File: src/sv/gql_pkg.sv
// ----------------------------------------------------------------------------
// gql_pkg
// Shared types, constants and saturation helpers of the glyph quad layout
// block.
// ----------------------------------------------------------------------------
`default_nettype none

package gql_pkg;

  // defaults of the top-level parameters
  localparam int DEF_MAX_QUADS     = 1024;
  localparam int DEF_GLYPH_ENTRIES = 256;

  // fixed field widths
  localparam int CODE_W   = 8;
  localparam int ATLAS_W  = 12;
  localparam int QNUM_W   = 10;
  localparam int FIX_W    = 32;
  localparam int UV_W     = 24;
  localparam int SCALE_W  = 16;
  localparam int LAYER_W  = 16;
  localparam int ENTRY_W  = 64;
  localparam int CFG_IDX_W = 3;
  localparam int CFG_DATA_W = 32;

  // width of the Q16.16 sums ahead of saturation
  localparam int SUM_W    = 36;
  // width of the UV sums ahead of saturation
  localparam int UVSUM_W  = 37;

  // queue between front and back
  localparam int QUEUE_DEPTH = 2;
  localparam int PTR_W       = (QUEUE_DEPTH > 1) ? $clog2(QUEUE_DEPTH) : 1;
  localparam int CNT_W       = $clog2(QUEUE_DEPTH + 1);

  localparam logic [CODE_W-1:0] NEWLINE_CODE = 8'd10;

  // register reset values
  localparam logic [SCALE_W-1:0] RST_GLYPH_SCALE = 16'd256;
  localparam logic [UV_W-1:0]    RST_INV_ATLAS   = 24'd4096;
  localparam logic [31:0]        RST_TEXT_COLOR  = 32'hFFFF_FFFF;
  localparam logic [31:0]        ALPHA_FULL      = 32'h0000_00FF;

  // corner codes
  localparam logic [1:0] CORNER_TL = 2'd0;
  localparam logic [1:0] CORNER_TR = 2'd1;
  localparam logic [1:0] CORNER_BR = 2'd2;
  localparam logic [1:0] CORNER_BL = 2'd3;

  typedef enum logic [1:0] {
    REQ_LOAD  = 2'd0,
    REQ_CHAR  = 2'd1,
    REQ_CLEAR = 2'd2,
    REQ_START = 2'd3
  } gql_req_t;

  typedef enum logic [CFG_IDX_W-1:0] {
    CFG_ORIGIN_X  = 3'd0,
    CFG_ORIGIN_Y  = 3'd1,
    CFG_SCALE     = 3'd2,
    CFG_INV_W     = 3'd3,
    CFG_INV_H     = 3'd4,
    CFG_COLOR     = 3'd5,
    CFG_LAYER     = 3'd6
  } gql_cfg_idx_t;

  typedef enum logic [1:0] {
    ST_IDLE,
    ST_MUL,
    ST_SUM,
    ST_PUSH
  } gql_state_t;

  typedef struct packed {
    logic [FIX_W-1:0]   origin_x;
    logic [FIX_W-1:0]   origin_y;
    logic [SCALE_W-1:0] glyph_scale;
    logic [UV_W-1:0]    inv_atlas_width;
    logic [UV_W-1:0]    inv_atlas_height;
    logic [31:0]        text_color;
    logic [LAYER_W-1:0] layer_value;
  } gql_cfg_t;

  // one placed quad, as handed from front to back
  typedef struct packed {
    logic [QNUM_W-1:0] quad;
    logic [FIX_W-1:0]  x0;
    logic [FIX_W-1:0]  y0;
    logic [FIX_W-1:0]  x1;
    logic [FIX_W-1:0]  y1;
    logic [UV_W-1:0]   u0;
    logic [UV_W-1:0]   v0;
    logic [UV_W-1:0]   u1;
    logic [UV_W-1:0]   v1;
    logic [FIX_W-1:0]  px;
    logic [FIX_W-1:0]  py;
  } gql_quad_t;

  typedef struct packed {
    logic full;
    logic empty;
  } gql_qstat_t;

  // sign-extend a Q16.16 word to the sum width
  function automatic logic [SUM_W-1:0] ext32(input logic [FIX_W-1:0] v);
    return {{(SUM_W-FIX_W){v[FIX_W-1]}}, v};
  endfunction

  // clamp a sum to the signed 32-bit range
  function automatic logic [FIX_W-1:0] sat32(input logic [SUM_W-1:0] v);
    logic all_one;
    logic any_one;
    all_one = &v[SUM_W-1:FIX_W-1];
    any_one = |v[SUM_W-1:FIX_W-1];
    if (v[SUM_W-1] && !all_one) begin
      return {1'b1, {(FIX_W-1){1'b0}}};
    end else if (!v[SUM_W-1] && any_one) begin
      return {1'b0, {(FIX_W-1){1'b1}}};
    end else begin
      return v[FIX_W-1:0];
    end
  endfunction

  // clamp an unsigned UV sum at all ones
  function automatic logic [UV_W-1:0] sat24(input logic [UVSUM_W-1:0] v);
    return (|v[UVSUM_W-1:UV_W]) ? {UV_W{1'b1}} : v[UV_W-1:0];
  endfunction

endpackage

`default_nettype wire

File: src/sv/gql_ifs.sv
// ----------------------------------------------------------------------------
// gql_ifs
// Valid/ready channels of the glyph quad layout block: request, vertex and
// configuration write.
// ----------------------------------------------------------------------------
`default_nettype none


interface gql_vtx_if import gql_pkg::*; ();
  logic                      valid;
  logic                      ready;
  logic [QNUM_W-1:0]         quad_number;
  logic [1:0]                corner;
  logic signed [FIX_W-1:0]   vert_x;
  logic signed [FIX_W-1:0]   vert_y;
  logic [UV_W-1:0]           tex_u;
  logic [UV_W-1:0]           tex_v;
  logic [31:0]               vert_color;
  logic [LAYER_W-1:0]        vert_layer;
  logic signed [FIX_W-1:0]   pen_x;
  logic signed [FIX_W-1:0]   pen_y;
  logic                      last;

  modport source (output valid, quad_number, corner, vert_x, vert_y, tex_u, tex_v,
                  vert_color, vert_layer, pen_x, pen_y, last,
                  input ready);
  modport sink   (input valid, quad_number, corner, vert_x, vert_y, tex_u, tex_v,
                  vert_color, vert_layer, pen_x, pen_y, last,
                  output ready);
endinterface


`default_nettype wire

File: src/sv/gql_back.sv
// ----------------------------------------------------------------------------
// gql_back
// Vertex side: expands each queued quad into four corner words through an
// output register.
// ----------------------------------------------------------------------------
`default_nettype none

module gql_back import gql_pkg::*; (
  input  wire logic       clk,
  input  wire logic       rst,
  input  wire gql_quad_t  head,
  input  wire gql_qstat_t qstat,
  input  wire gql_cfg_t   cfg,
  output logic            q_pop,
  gql_vtx_if.source       vtx
);

  logic [1:0] corner_cnt;
  logic       out_valid;
  logic       load;
  logic       right;
  logic       bottom;

  assign load   = !qstat.empty && (!out_valid || vtx.ready);
  assign q_pop  = load && (corner_cnt == CORNER_BL);
  assign right  = (corner_cnt == CORNER_TR) || (corner_cnt == CORNER_BR);
  assign bottom = (corner_cnt == CORNER_BR) || (corner_cnt == CORNER_BL);

  assign vtx.valid = out_valid;

  always_ff @(posedge clk) begin
    if (rst) begin
      out_valid  <= 1'b0;
      corner_cnt <= CORNER_TL;
    end else if (load) begin
      out_valid  <= 1'b1;
      corner_cnt <= corner_cnt + 2'd1;
    end else if (vtx.ready) begin
      out_valid  <= 1'b0;
    end
  end

  always_ff @(posedge clk) begin
    if (load) begin
      vtx.quad_number <= head.quad;
      vtx.corner      <= corner_cnt;
      vtx.vert_x      <= right ? head.x1 : head.x0;
      vtx.vert_y      <= bottom ? head.y1 : head.y0;
      vtx.tex_u       <= right ? head.u1 : head.u0;
      vtx.tex_v       <= bottom ? head.v1 : head.v0;
      vtx.vert_color  <= cfg.text_color | ALPHA_FULL;
      vtx.vert_layer  <= cfg.layer_value;
      vtx.pen_x       <= head.px;
      vtx.pen_y       <= head.py;
      vtx.last        <= (corner_cnt == CORNER_BL);
    end
  end

  a_corner_step: assert property (@(posedge clk) disable iff (rst)
    (vtx.valid && vtx.ready && !vtx.last)
      |=> (vtx.valid && vtx.corner == $past(vtx.corner) + 2'd1))
    else $error("corner sequence broken inside a quad");

  a_quad_holds: assert property (@(posedge clk) disable iff (rst)
    (vtx.valid && vtx.ready && !vtx.last)
      |=> (vtx.quad_number == $past(vtx.quad_number)))
    else $error("quad number changed inside a quad");

  a_last_is_bl: assert property (@(posedge clk) disable iff (rst)
    (vtx.valid && q_pop) |-> (corner_cnt == CORNER_BL && $countones(vtx.corner) <= 2))
    else $error("queue entry released before its last corner");

endmodule

`default_nettype wire

File: src/flat_wrapper.sv
// flat-port wrapper written by rule: the top's interface ports become plain ports
module gql_back_flat import gql_pkg::*;
  (clk, rst, head, qstat, cfg, q_pop, vtx_valid, vtx_quad_number, vtx_corner, vtx_vert_x, vtx_vert_y, vtx_tex_u, vtx_tex_v, vtx_vert_color, vtx_vert_layer, vtx_pen_x, vtx_pen_y, vtx_last, vtx_ready);
  gql_vtx_if vtx_i ();
  input  wire logic clk;
  input  wire logic rst;
  input  wire gql_quad_t head;
  input  wire gql_qstat_t qstat;
  input  wire gql_cfg_t cfg;
  output logic q_pop;
  output wire logic [$bits(vtx_i.valid)-1:0] vtx_valid;
  output wire logic [$bits(vtx_i.quad_number)-1:0] vtx_quad_number;
  output wire logic [$bits(vtx_i.corner)-1:0] vtx_corner;
  output wire logic [$bits(vtx_i.vert_x)-1:0] vtx_vert_x;
  output wire logic [$bits(vtx_i.vert_y)-1:0] vtx_vert_y;
  output wire logic [$bits(vtx_i.tex_u)-1:0] vtx_tex_u;
  output wire logic [$bits(vtx_i.tex_v)-1:0] vtx_tex_v;
  output wire logic [$bits(vtx_i.vert_color)-1:0] vtx_vert_color;
  output wire logic [$bits(vtx_i.vert_layer)-1:0] vtx_vert_layer;
  output wire logic [$bits(vtx_i.pen_x)-1:0] vtx_pen_x;
  output wire logic [$bits(vtx_i.pen_y)-1:0] vtx_pen_y;
  output wire logic [$bits(vtx_i.last)-1:0] vtx_last;
  input wire logic [$bits(vtx_i.ready)-1:0] vtx_ready;
  assign vtx_valid = vtx_i.valid;
  assign vtx_quad_number = vtx_i.quad_number;
  assign vtx_corner = vtx_i.corner;
  assign vtx_vert_x = vtx_i.vert_x;
  assign vtx_vert_y = vtx_i.vert_y;
  assign vtx_tex_u = vtx_i.tex_u;
  assign vtx_tex_v = vtx_i.tex_v;
  assign vtx_vert_color = vtx_i.vert_color;
  assign vtx_vert_layer = vtx_i.vert_layer;
  assign vtx_pen_x = vtx_i.pen_x;
  assign vtx_pen_y = vtx_i.pen_y;
  assign vtx_last = vtx_i.last;
  assign vtx_i.ready = vtx_ready;
  gql_back u_core (.clk(clk), .rst(rst), .head(head), .qstat(qstat), .cfg(cfg), .q_pop(q_pop), .vtx(vtx_i));
endmodule
File: config.mk
export PLATFORM = sky130hd
export DESIGN_NAME = gql_back_flat
export DESIGN_NICKNAME = d
export VERILOG_FILES = /design/src/sv/gql_pkg.sv /design/src/sv/gql_ifs.sv /design/src/sv/gql_back.sv /design/src/flat_wrapper.sv
export SDC_FILE = /design/constraint.sdc
export NUM_CORES = 1
export LEC_CHECK = 0
export BUFFER_PORTS_ARGS = -buffer_cell sky130_fd_sc_hd__buf_4
export CORE_AREA = 2 2 279 281
export DETAILED_ROUTE_END_ITERATION = 8
export DIE_AREA = 0 0 281 283
export SLEW_MARGIN = 10
export SYNTH_ARGS = -nofsm -noshare
export SYNTH_HDL_FRONTEND = slang
export SYNTH_SLANG_ARGS = --single-unit
File: constraint.sdc
create_clock -name clk -period 9.27 [get_ports clk]
set_clock_uncertainty 0.15 [all_clocks]
set_input_delay 0.4635 -clock clk [delete_from_list [all_inputs] [get_ports clk]]
set_output_delay 0.4635 -clock clk [all_outputs]
set_load 0.01 [all_outputs]
---- Yosys cells after proc, flatten, opt, wreduce, memory -nomap -nowiden ----
Index checks and enable logic that the tools add are counted.
word-level totals
  word-level logic and storage cells ...... 31
  memories kept ........................... 0
  ROM bits ................................ 0
  RAM bits ................................ 0
  bits of input ports ..................... 479
  latch bits .............................. 0
  flip-flop bits (word level) ............. 232
cells by class
  add/sub/neg operators ................... 1
  magnitude comparators ................... 0
  muxes and demuxes ....................... 6
  $mul .................................... 0
  shifts and indexed selects .............. 0
  div/mod/pow operators ................... 0
  reductions and logical operators ........ 8
  bitwise logic cells ..................... 0
  equal/unequal tests ..................... 3
operators by type and width
  cell                                                  count
  2-to-1 mux 32 bit                                     2
  2-to-1 mux 24 bit                                     2
  equality test 2 bit (second input constant)           2
  logical OR 1 bit                                      3
  adder 2 x 1 -> 2 bit (second input constant)          1
  equality test 2 x 1 -> 1 bit (second input constant)  1
  logical AND 1 bit                                     2
  zero test 1 bit                                       2
  2-to-1 mux 1 bit                                      2
  nonzero test 2 bit                                    1

---- Longest topological paths before layout ----
Gate-level depths: netlist of the first run.
  word-level depth ........................ 4
  gate-level depth with buffers ........... 5

---- Worst setup path after synthesis of the first run ----
No wires, ideal clock.
  path type ............................... input -> register
  start ................................... input port vtx_ready
  end ..................................... register u_core.corner_cnt[0]
  stages .................................. 3
  path buffers ............................ 0
  data required time ...................... 8,733 ps
  setup time .............................. 387 ps
  setup slack ............................. 2,454 ps
  arrival ................................. 6,279 ps
  path through ............................ nand2b_4 and2_1 o21ai_0
on the way
  longest elaborated chain between the ends .. 2
ends and longest elaborated chain
  what                   RTL line            text
  start, declared        flat_wrapper.sv:23  input wire logic [$bits(vtx_i.ready)-1:0] vtx_ready;
  logical OR 1 bit       gql_back.sv:24      assign load = !qstat.empty && (!out_valid || vtx.ready);
  logical AND 1 bit      gql_back.sv:24
  named net u_core.load  gql_back.sv:20      logic load;
  end signal, assigned   gql_back.sv:37      corner_cnt <= corner_cnt + 2'd1;
  end, declared          gql_back.sv:18      logic [1:0] corner_cnt;
The timed path passes the listed nets, and every way through them passes these cells.
A chain may end at the register's enable or synchronous reset.

---- Worst setup path in the final report of the first run ----
  start ................................... input port qstat[0] in the netlist's numbering
  end ..................................... register u_core.vtx.pen_x[3] in the netlist's numbering (enable)
on the way
  longest elaborated chain between the ends .. 2
ends and longest elaborated chain
  what                   RTL line           text
  start, declared        flat_wrapper.sv:8  input wire gql_qstat_t qstat;
  zero test 1 bit        gql_back.sv:24
  logical AND 1 bit      gql_back.sv:24
  named net u_core.load  gql_back.sv:20
  end signal, assigned   gql_back.sv:53     vtx.pen_x <= head.px;
  end, declared          gql_ifs.sv:25      vert_color, vert_layer, pen_x, pen_y, last,
The timed path passes the listed nets, and every way through them passes these cells.

==> impl_metrics.py, run 1 <==
metrics = {
    "outcome": {
        "outcome": "complete, no violations",
    },
    "global_routing": {
        "gr-total-overflow": 0,
        "grt_pass1_wl_mm": 48.81,
        "grt_pass1_vias": 7433,
        "grt_max_degree": 162,
        "antenna_found_initial": 1,
        "grtUsageTotal_pct": 8.548,
    },
    "pwr": {
        "internal_power_mw": 2.197,
        "p_leak_nw": 6.881,
        "p_seq_share_pct": 44.1,
        "vdd_drop_max_mv": 0.1268,
        "p_comb_share_pct": 18.3,
        "power.switching_mw": 0.7084,
        "clockPowerShare_pct": 37.7,
        "p_sw_share_pct": 24.38,
        "powerDensity_nw_per_um2": 172.1,
    },
    "synthesis": {
        "syn-cell-area_um2": 8593,
        "ys_warn_count": 0,
        "synth_seq_area_share_pct": 80.72,
        "postSynthCellCount": 380,
        "synth_top_area_cell": "edfxtp_1",
        "ys_seq_elements": 232,
        "synth.area.top_cells": "edfxtp_1 (80%), mux2_2 (11%), mux2_4 (5.1%)",
        "synth_cell_type_count": 19,
        "syn_avg_cell_area_um2": 22.61,
        "synth_top_area_share_pct": 80.02,
    },
    "clocking": {
        "clk_pin_slew_ps": 60,
        "clk_latency_ps": 560,
        "cts_tree": "yes",
        "cts_sinks": 232,
        "clockRootBuffer": "clkbuf_16",
        "cts_setup_buffers": 0,
        "cts_htree_levels": 1,
        "clock_path_buffers": 3,
        "cts_made_buffers": 29,
    },
    "critical_path": {
        "cp-start-kind": "input pin",
        "critPathMaxFanout": 161,
        "worstPathArrival_ps": 3060,
        "rrSetupSlack_ps": 6480,
        "critPathCaptureType": "flop",
        "cp.required_ps": 9300,
        "path_class": "in2reg",
    },
    "sta": {
        "finalSetupViolations": 0,
        "worstMarginPinSlew_ps": 1072,
        "whs_ps": 47.59,
        "finalSetupTns_ps": 0,
        "period_share_pct": 32.74,
        "hold_violations": 0,
        "drv_slew": 0,
        "fmax_ghz": 0.3295,
        "grt_setup_unrepaired": "no",
        "fin_crit_ps": 3035,
        "relSlewSlack_pct": 28.51,
    },
    "route": {
        "drc_errors": 0,
        "drt_iter0_markers": 137,
        "ant_nets": 0,
        "route.vias.total": 6652,
        "via_per_inst": 2.994,
        "wire_per_inst_um": 16.19,
        "totalWireLength_mm": 35.98,
        "drtPass1Iterations": 4,
    },
    "floorplanning": {
        "dieArea_um2": 79520,
        "die_x_um": 281,
        "die_y_um": 283,
        "placementRows": 102,
        "core_um2": 76700,
        "initial_core_util_pct": 11.20,
        "ioPinCount": 718,
    },
    "finish": {
        "antennaDiodeCount": 0,
        "final_common_cell": "buf_4",
        "finish.utilization_pct": 22.01,
        "layout.nets": 1643,
        "drive_gt1_share_pct": 62.01,
        "mostFrequentLayoutCells": "buf_4 (573), edfxtp_1 (229), dlygate4sd3_1 (190)",
        "seqCellArea_um2": 6940,
        "fill_cells": 8099,
        "multi_input_area_um2": 1508,
        "syn_to_final_growth_pct": 96.45,
    },
    "place": {
        "gp_congestion": 0.7603,
        "io_buffer_count": 572,
        "post-dp-hpwl_mm": 26.63,
    },
    "min_path": {
        "hold_class": "in2reg",
    },
    "job": {
        "drv_cap": 0,
    },
}
==> what timing repair did <==
| item | CTS | global route |
|---|---|---|
| resized for setup | 0 | 0 |
| hold buffers | 190 | 0 |
| endpoints found under the hold margin | 158 | 0 |
==> synth_stat cells <==
cell type  instances
dfxtp_1            3
buf_2              2
a21oi_1            2
inv_1              2
nand2b_1           1
nand3_1            1
mux2_4            29
mux2_2            83
buf_4              8
nor2_1             2
conb_1             1
buf_6             10
and2_1             1
nand2b_4           1
a211oi_1           1
o21ai_0            1
ha_1               2
edfxtp_1         229
and3_1             1
==> layer usage <==
metal	up-vias	track usage [%]	part of all wire [%]
met4	2	2.647	2.4
met5	-	0	0.028
li1	3056	-	-
met3	45	4.824	14
met1	3130	8.686	36
met2	419	14.76	47
==> kinds of logic (layout without fill, tap and decap cells) <==
group / Yosys count / in the layout / share of synthesized area [%]
compound gates: 4 / 4 / 0.2621
other cells: 1 / 8 / 0.04364
fa+ha+maj: 2 / 2 / 0.2912
simple gates: 7 / 7 / 0.5242
mux: 112 / 112 / 15.94
buf+inv: 22 / 817 / 2.213
flops: 232 / 232 / 80.72
==> area by class of cell <==
cell class	count	share of cell area (%)
timing repair buffer	764	36.87
sequential	232	41.11
inverter	2	0.04447
clock buffer	32	4.366
multi-input combinational	133	8.931
clock inverter	19	0.9709
tap	1040	7.708
==> sequential cells by signal, indices dropped and copies added, names as in the netlist, 2 cells and up <==
name,flops
u_core.vtx.quad_number,10
u_core.corner_cnt,2
u_core.vtx.vert_layer,16
u_core.vtx.pen_x,32
u_core.vtx.vert_x,32
u_core.vtx.vert_color,24
u_core.vtx.tex_u,24
u_core.vtx.corner,2
u_core.vtx.pen_y,32
u_core.vtx.vert_y,32
u_core.vtx.tex_v,24
==> path summary, 6_finish.rpt <==
kind / start / to / depth (start not counted)
worst max-delay path: qstat[0] / u_core.vtx.pen_x[3] / 5
worst max register to register: u_core.vtx.valid / u_core.vtx.pen_x[3] / 3
worst min register to register: u_core.corner_cnt[1] / u_core.vtx.corner[1] / 0
worst min-delay path: head[213] / u_core.vtx.vert_x[21] / 2
==> per-stage QoR <==
step | cells | setup WS, ps | cell area [um^2] | total power [mW]
floorplan | 387 | 2454 | 8620 | 1.489
global placement | 1981 | 6354 | 14080 | 1.756
detailed placement | 1981 | 6286 | 14080 | 1.763
CTS | 2222 | 6342 | 16880 | 2.970
global route | 2222 | 6098 | 16880 | 3.041
finish | 2222 | 6235 | 16880 | 2.905
==> worst max-delay path: stages <==
cell and delay (ps):
dlygate4sd3_1 540, buf_4 140, inv_1 90, and2_4 820, buf_12 610
==> power groups by stage <==
stage               registers (mW)  logic (mW)  clock network [mW]
floorplan                     1.35       0.140                   0
global placement              1.30       0.456                   0
detailed placement            1.30       0.461                   0
CTS                           1.28       0.540                1.15
global route                  1.29       0.571                1.18
finish                        1.28       0.531                1.09
Power figures use the tool's default switching activity.
==> run 2, diff against run 1 <==
==> constraint.sdc (replaced) <==
create_clock -name clk -period 3.05 [get_ports clk]
set_clock_uncertainty 0.15 [all_clocks]
set_input_delay 0.1525 -clock clk [delete_from_list [all_inputs] [get_ports clk]]
set_output_delay 0.1525 -clock clk [all_outputs]
set_load 0.01 [all_outputs]
==> impl_metrics.py, run 2 (synthesis results as in run 1) <==
metrics = {
    "critical_path": {
        "cp-startpoint": "u_core.corner_cnt[0]",
        "critPathMaxFanout": 32,
        "r2r_start": "u_core.corner_cnt[0]",
        "path_class": "reg2reg",
        "worstPathArrival_ps": 2920,
        "critPathCaptureType": "flop",
        "cp-start-kind": "flop",
        "cp.required_ps": 3200,
    },
    "pwr": {
        "vdd_drop_max_mv": 0.3537,
        "p_comb_share_pct": 21.5,
        "clockPowerShare_pct": 35.1,
        "powerDensity_nw_per_um2": 483.9,
        "p_seq_share_pct": 43.5,
        "internal_power_mw": 6.814,
        "p_sw_share_pct": 23.99,
        "power.switching_mw": 2.150,
        "p_leak_nw": 7.589,
    },
    "finish": {
        "syn_to_final_growth_pct": 115.6,
        "drive_gt1_share_pct": 55.05,
        "layout.nets": 1808,
        "final_common_cell": "buf_4",
        "mostFrequentLayoutCells": "buf_4 (581), dlygate4sd3_1 (343), edfxtp_1 (229)",
        "fill_cells": 7852,
        "finish.utilization_pct": 24.15,
    },
    "global_routing": {
        "grtUsageTotal_pct": 9.197,
        "grt_pass1_wl_mm": 52.89,
        "grt_pass1_vias": 8171,
        "antenna_found_initial": 3,
        "gr-total-overflow": 0,
        "grt_max_degree": 76,
    },
    "floorplanning": {
        "die_x_um": 281,
        "die_y_um": 283,
        "core_um2": 76700,
        "initial_core_util_pct": 11.20,
        "ioPinCount": 718,
        "placementRows": 102,
        "dieArea_um2": 79520,
    },
    "clocking": {
        "clk_pin_slew_ps": 60,
        "cts.repair.resized": 0,
        "cts_tree": "yes",
        "cts_htree_levels": 1,
        "clockRootBuffer": "clkbuf_16",
        "clock_path_buffers": 3,
        "cts_sinks": 232,
        "cts_made_buffers": 28,
        "clk_latency_ps": 560,
    },
    "route": {
        "drtPass1Iterations": 4,
        "drc_errors": 0,
        "via_per_inst": 3.056,
        "ant_nets": 0,
        "wire_per_inst_um": 16.28,
        "drt_iter0_markers": 232,
        "route.vias.total": 7301,
        "totalWireLength_mm": 38.88,
    },
    "place": {
        "post-dp-hpwl_mm": 27.88,
        "gp_congestion": 0.7512,
        "io_buffer_count": 572,
    },
    "sta": {
        "grt_setup_unrepaired": "no",
        "drv_slew": 0,
        "fin_crit_ps": 2768,
        "period_share_pct": 90.76,
        "hold_violations": 0,
        "worstMarginPinSlew_ps": 503.2,
        "relSlewSlack_pct": 66.46,
        "finalSetupViolations": 0,
        "finalSetupTns_ps": 0,
        "fmax_ghz": 0.3613,
    },
    "min_path": {
        "hold_class": "in2reg",
        "worstHoldStart": "head[8]",
    },
    "outcome": {
        "outcome": "complete, no violations",
    },
    "job": {
        "drv_cap": 0,
    },
}
## run 2: area by class of cell
type	count	area, um^2	area share (%)
timing repair buffer	930	7915	42.73
antenna	3	7.507	0.04052
multi-input combinational	133	1508	8.139
clock inverter	16	105.1	0.5673
tap	1040	1301	7.024
inverter	2	7.507	0.04052
clock buffer	33	740.7	3.998
sequential	232	6940	37.46
## run 2: metal layers
layer  global-route usage, %  vias to the layer above  wire (um)
met5                       0                        -          0
li1                        -                     3383          -
met1                   9.196                     3438      13980
met2                   15.93                      431      18320
met4                   3.436                        0       1157
met3                   4.997                       49       5414
## run 2: critical path, cell delays in order, from the launching register on
cell and delay, ps:
dfxtp_1 400, inv_1 100, ha_4 600, buf_12 280, mux2_2 370, dlygate4sd3_1 580
## run 2: timing repair
item,4_1_cts,5_1_grt
hold buffers,343,0
setup buffers,0,0
endpoints found under the hold margin,229,0
## run 2: power by group through the flow
stage               logic [mW]  registers, mW  clock network (mW)
global placement          1.42           3.96                   0
global route              2.05           3.92                3.40
CTS                       1.92           3.90                3.28
floorplan                0.426           4.07                   0
detailed placement        1.44           3.96                   0
finish                    1.92           3.90                3.14
## run 2: path summary, 6_finish.rpt
kind	endpoint	slack [ps]	cells past startpoint
max	u_core.vtx.tex_u[12]	280	5
min	u_core.vtx.pen_y[8]	160	2
max reg2reg	u_core.vtx.tex_u[12]	280	5
min reg2reg	u_core.vtx.corner[0]	380	0
## run 2: through the flow
| step | worst slack, ps | std cells | power, mW | cell area (um^2) | hold WS [ps] |
|---|---|---|---|---|---|
| after floorplan | 380.9 | 387 | 4.495 | 8622 | 71.57 |
| after global placement | 875.4 | 1994 | 5.383 | 14240 | 181.4 |
| after detailed placement | 836.8 | 1994 | 5.400 | 14240 | 182.1 |
| after CTS | 249.9 | 2386 | 9.110 | 18520 | 106.7 |
| after global routing | 162.0 | 2389 | 9.376 | 18530 | 118.0 |
| final | 281.9 | 2389 | 8.964 | 18530 | 156.3 |
==> run 3, diff against run 2 <==
--- a/config.mk
+++ b/config.mk
@@ -6,9 +6,10 @@
 export NUM_CORES = 1
 export LEC_CHECK = 0
 export BUFFER_PORTS_ARGS = -buffer_cell sky130_fd_sc_hd__buf_4
-export CORE_AREA = 2 2 279 281
+export CORE_AREA = 2 2 280 282
 export DETAILED_ROUTE_END_ITERATION = 8
-export DIE_AREA = 0 0 281 283
+export DIE_AREA = 0 0 282 284
+export SETUP_SLACK_MARGIN = 0.1
 export SLEW_MARGIN = 10
 export SYNTH_ARGS = -nofsm -noshare
 export SYNTH_HDL_FRONTEND = slang
==> impl_metrics.py, run 3 (synthesis results as in run 1) <==
metrics = {
    "sta": {
        "drv_slew": 0,
        "finalSetupViolations": 0,
        "fmax_ghz": 0.3907,
        "finalSetupTns_ps": 0,
        "worstMarginPinSlew_ps": 515.5,
        "whs_ps": 125.4,
        "relSlewSlack_pct": 65.63,
        "grt_setup_unrepaired": "no",
        "fin_crit_ps": 2560,
        "period_share_pct": 83.92,
        "hold_violations": 0,
    },
    "outcome": {
        "outcome": "complete, no violations",
    },
    "route": {
        "drt_iter0_markers": 266,
        "via_per_inst": 3.083,
        "drc_errors": 0,
        "totalWireLength_mm": 37.84,
        "ant_nets": 0,
        "wire_per_inst_um": 15.80,
        "route.vias.total": 7384,
        "drtPass1Iterations": 4,
    },
    "finish": {
        "drive_gt1_share_pct": 55.43,
        "fill_cells": 7883,
        "layout.nets": 1813,
        "mostFrequentLayoutCells": "buf_4 (585), dlygate4sd3_1 (343), edfxtp_1 (229)",
        "syn_to_final_growth_pct": 117.6,
        "final_common_cell": "buf_4",
    },
    "critical_path": {
        "cp.required_ps": 3220,
        "crit_end": "u_core.vtx.tex_u[16]",
        "r2r_start": "u_core.corner_cnt[0]",
        "critPathCaptureType": "flop",
        "critPathMaxFanout": 57,
        "cp-start-kind": "flop",
        "reg2reg_to": "u_core.vtx.tex_u[16]",
        "cp-startpoint": "u_core.corner_cnt[0]",
        "worstPathArrival_ps": 2730,
        "rrSetupSlack_ps": 490,
        "path_class": "reg2reg",
        "reg2reg_depth": 5,
    },
    "global_routing": {
        "grt_pass1_wl_mm": 50.92,
        "grt_pass1_vias": 8113,
        "gr-total-overflow": 0,
        "antenna_found_initial": 3,
        "grtUsageTotal_pct": 8.710,
        "grt_max_degree": 73,
    },
    "floorplanning": {
        "initial_core_util_pct": 11.17,
        "placementRows": 102,
        "dieArea_um2": 80090,
        "die_x_um": 282,
        "die_y_um": 284,
        "ioPinCount": 718,
        "core_um2": 76960,
    },
    "clocking": {
        "clock_path_buffers": 3,
        "cts_tree": "yes",
        "cts_made_buffers": 28,
        "cts_htree_levels": 1,
        "clockRootBuffer": "clkbuf_16",
        "clk_pin_slew_ps": 60,
        "clk_latency_ps": 570,
        "cts_setup_buffers": 0,
        "cts_sinks": 232,
    },
    "pwr": {
        "p_leak_nw": 7.674,
        "vdd_drop_max_mv": 0.3857,
        "powerDensity_nw_per_um2": 499.8,
    },
    "job": {
        "drv_cap": 0,
    },
    "place": {
        "gp_congestion": 0.7538,
        "io_buffer_count": 572,
        "post-dp-hpwl_mm": 26.75,
    },
    "min_path": {
        "hold_class": "in2reg",
    },
}
==> run 3: cell count changes in the layout (fill, tap and decap cells not counted), moves of 2 or more <==
cell	previous run	this run
bufinv_16	1	5
clkinv_2	5	3
clkinv_1	7	4
clkinv_4	0	2
buf_4	581	585
==> run 3: stage by stage <==
step	instances	power [mW]	setup WS, ps	utilization [%]	area [um^2]
floorplan	387	4.495	380.9	-	8622
global placement	1999	5.373	1072	18.56	14290
detailed placement	1999	5.386	1067	18.56	14290
CTS	2393	9.500	494.5	24.29	18690
global route	2395	9.729	431.2	24.30	18700
finish	2395	9.344	490.3	24.30	18700
==> run 3: worst min-delay path by stage <==
stage | to | cells past startpoint | start | slack (ps)
after global placement | u_core.vtx.pen_x[7] | 1 | head[39] | 180
after detailed placement | u_core.vtx.vert_color[18] | 1 | cfg[34] | 180
after CTS | u_core.vtx.pen_x[19] | 2 | head[51] | 60
final | u_core.vtx.pen_x[19] | 2 | head[51] | 130
after floorplan | u_core.vtx.valid | 1 | rst | 70
after global routing | u_core.vtx.vert_layer[4] | 2 | cfg[4] | 100
==> run 3: routing by layer <==
metal  track usage (%)  vias to the layer above  wire (um)
met5                 0                        -         13
li1                  -                     3398          -
met3             4.141                       61       4812
met4             3.391                        2       1552
met2             15.33                      444      18060
met1             8.815                     3479      13400
==> run 3: what timing repair did <==
| action | CTS | global route |
|---|---|---|
| hold endpoints to repair | 229 | 0 |
| resized for setup | 0 | 0 |
| hold buffers | 343 | 0 |
==> run 3: cell type report <==
cell class / instances / area (um^2) / share of cell area (%)
clock buffer: 33 / 719.4 / 3.848
inverter: 2 / 7.507 / 0.04015
sequential: 232 / 6938 / 37.11
tap: 1040 / 1301 / 6.960
antenna: 2 / 5.005 / 0.02677
timing repair buffer: 935 / 7965 / 42.60
clock inverter: 18 / 252.7 / 1.352
multi-input combinational: 133 / 1508 / 8.064
==> run 3: report_power, final <==
group          total [mW]  internal [mW]  switching, mW
clock network        3.54           2.12           1.42
logic                1.92           1.21          0.706
registers            3.89           3.81         0.0817
==> run 3: worst max-delay path, cell delays in order, from the launching register on <==
cell	delay, ps
dfxtp_1	400
inv_1	100
ha_4	280
buf_12	330
mux2_2	400
dlygate4sd3_1	580
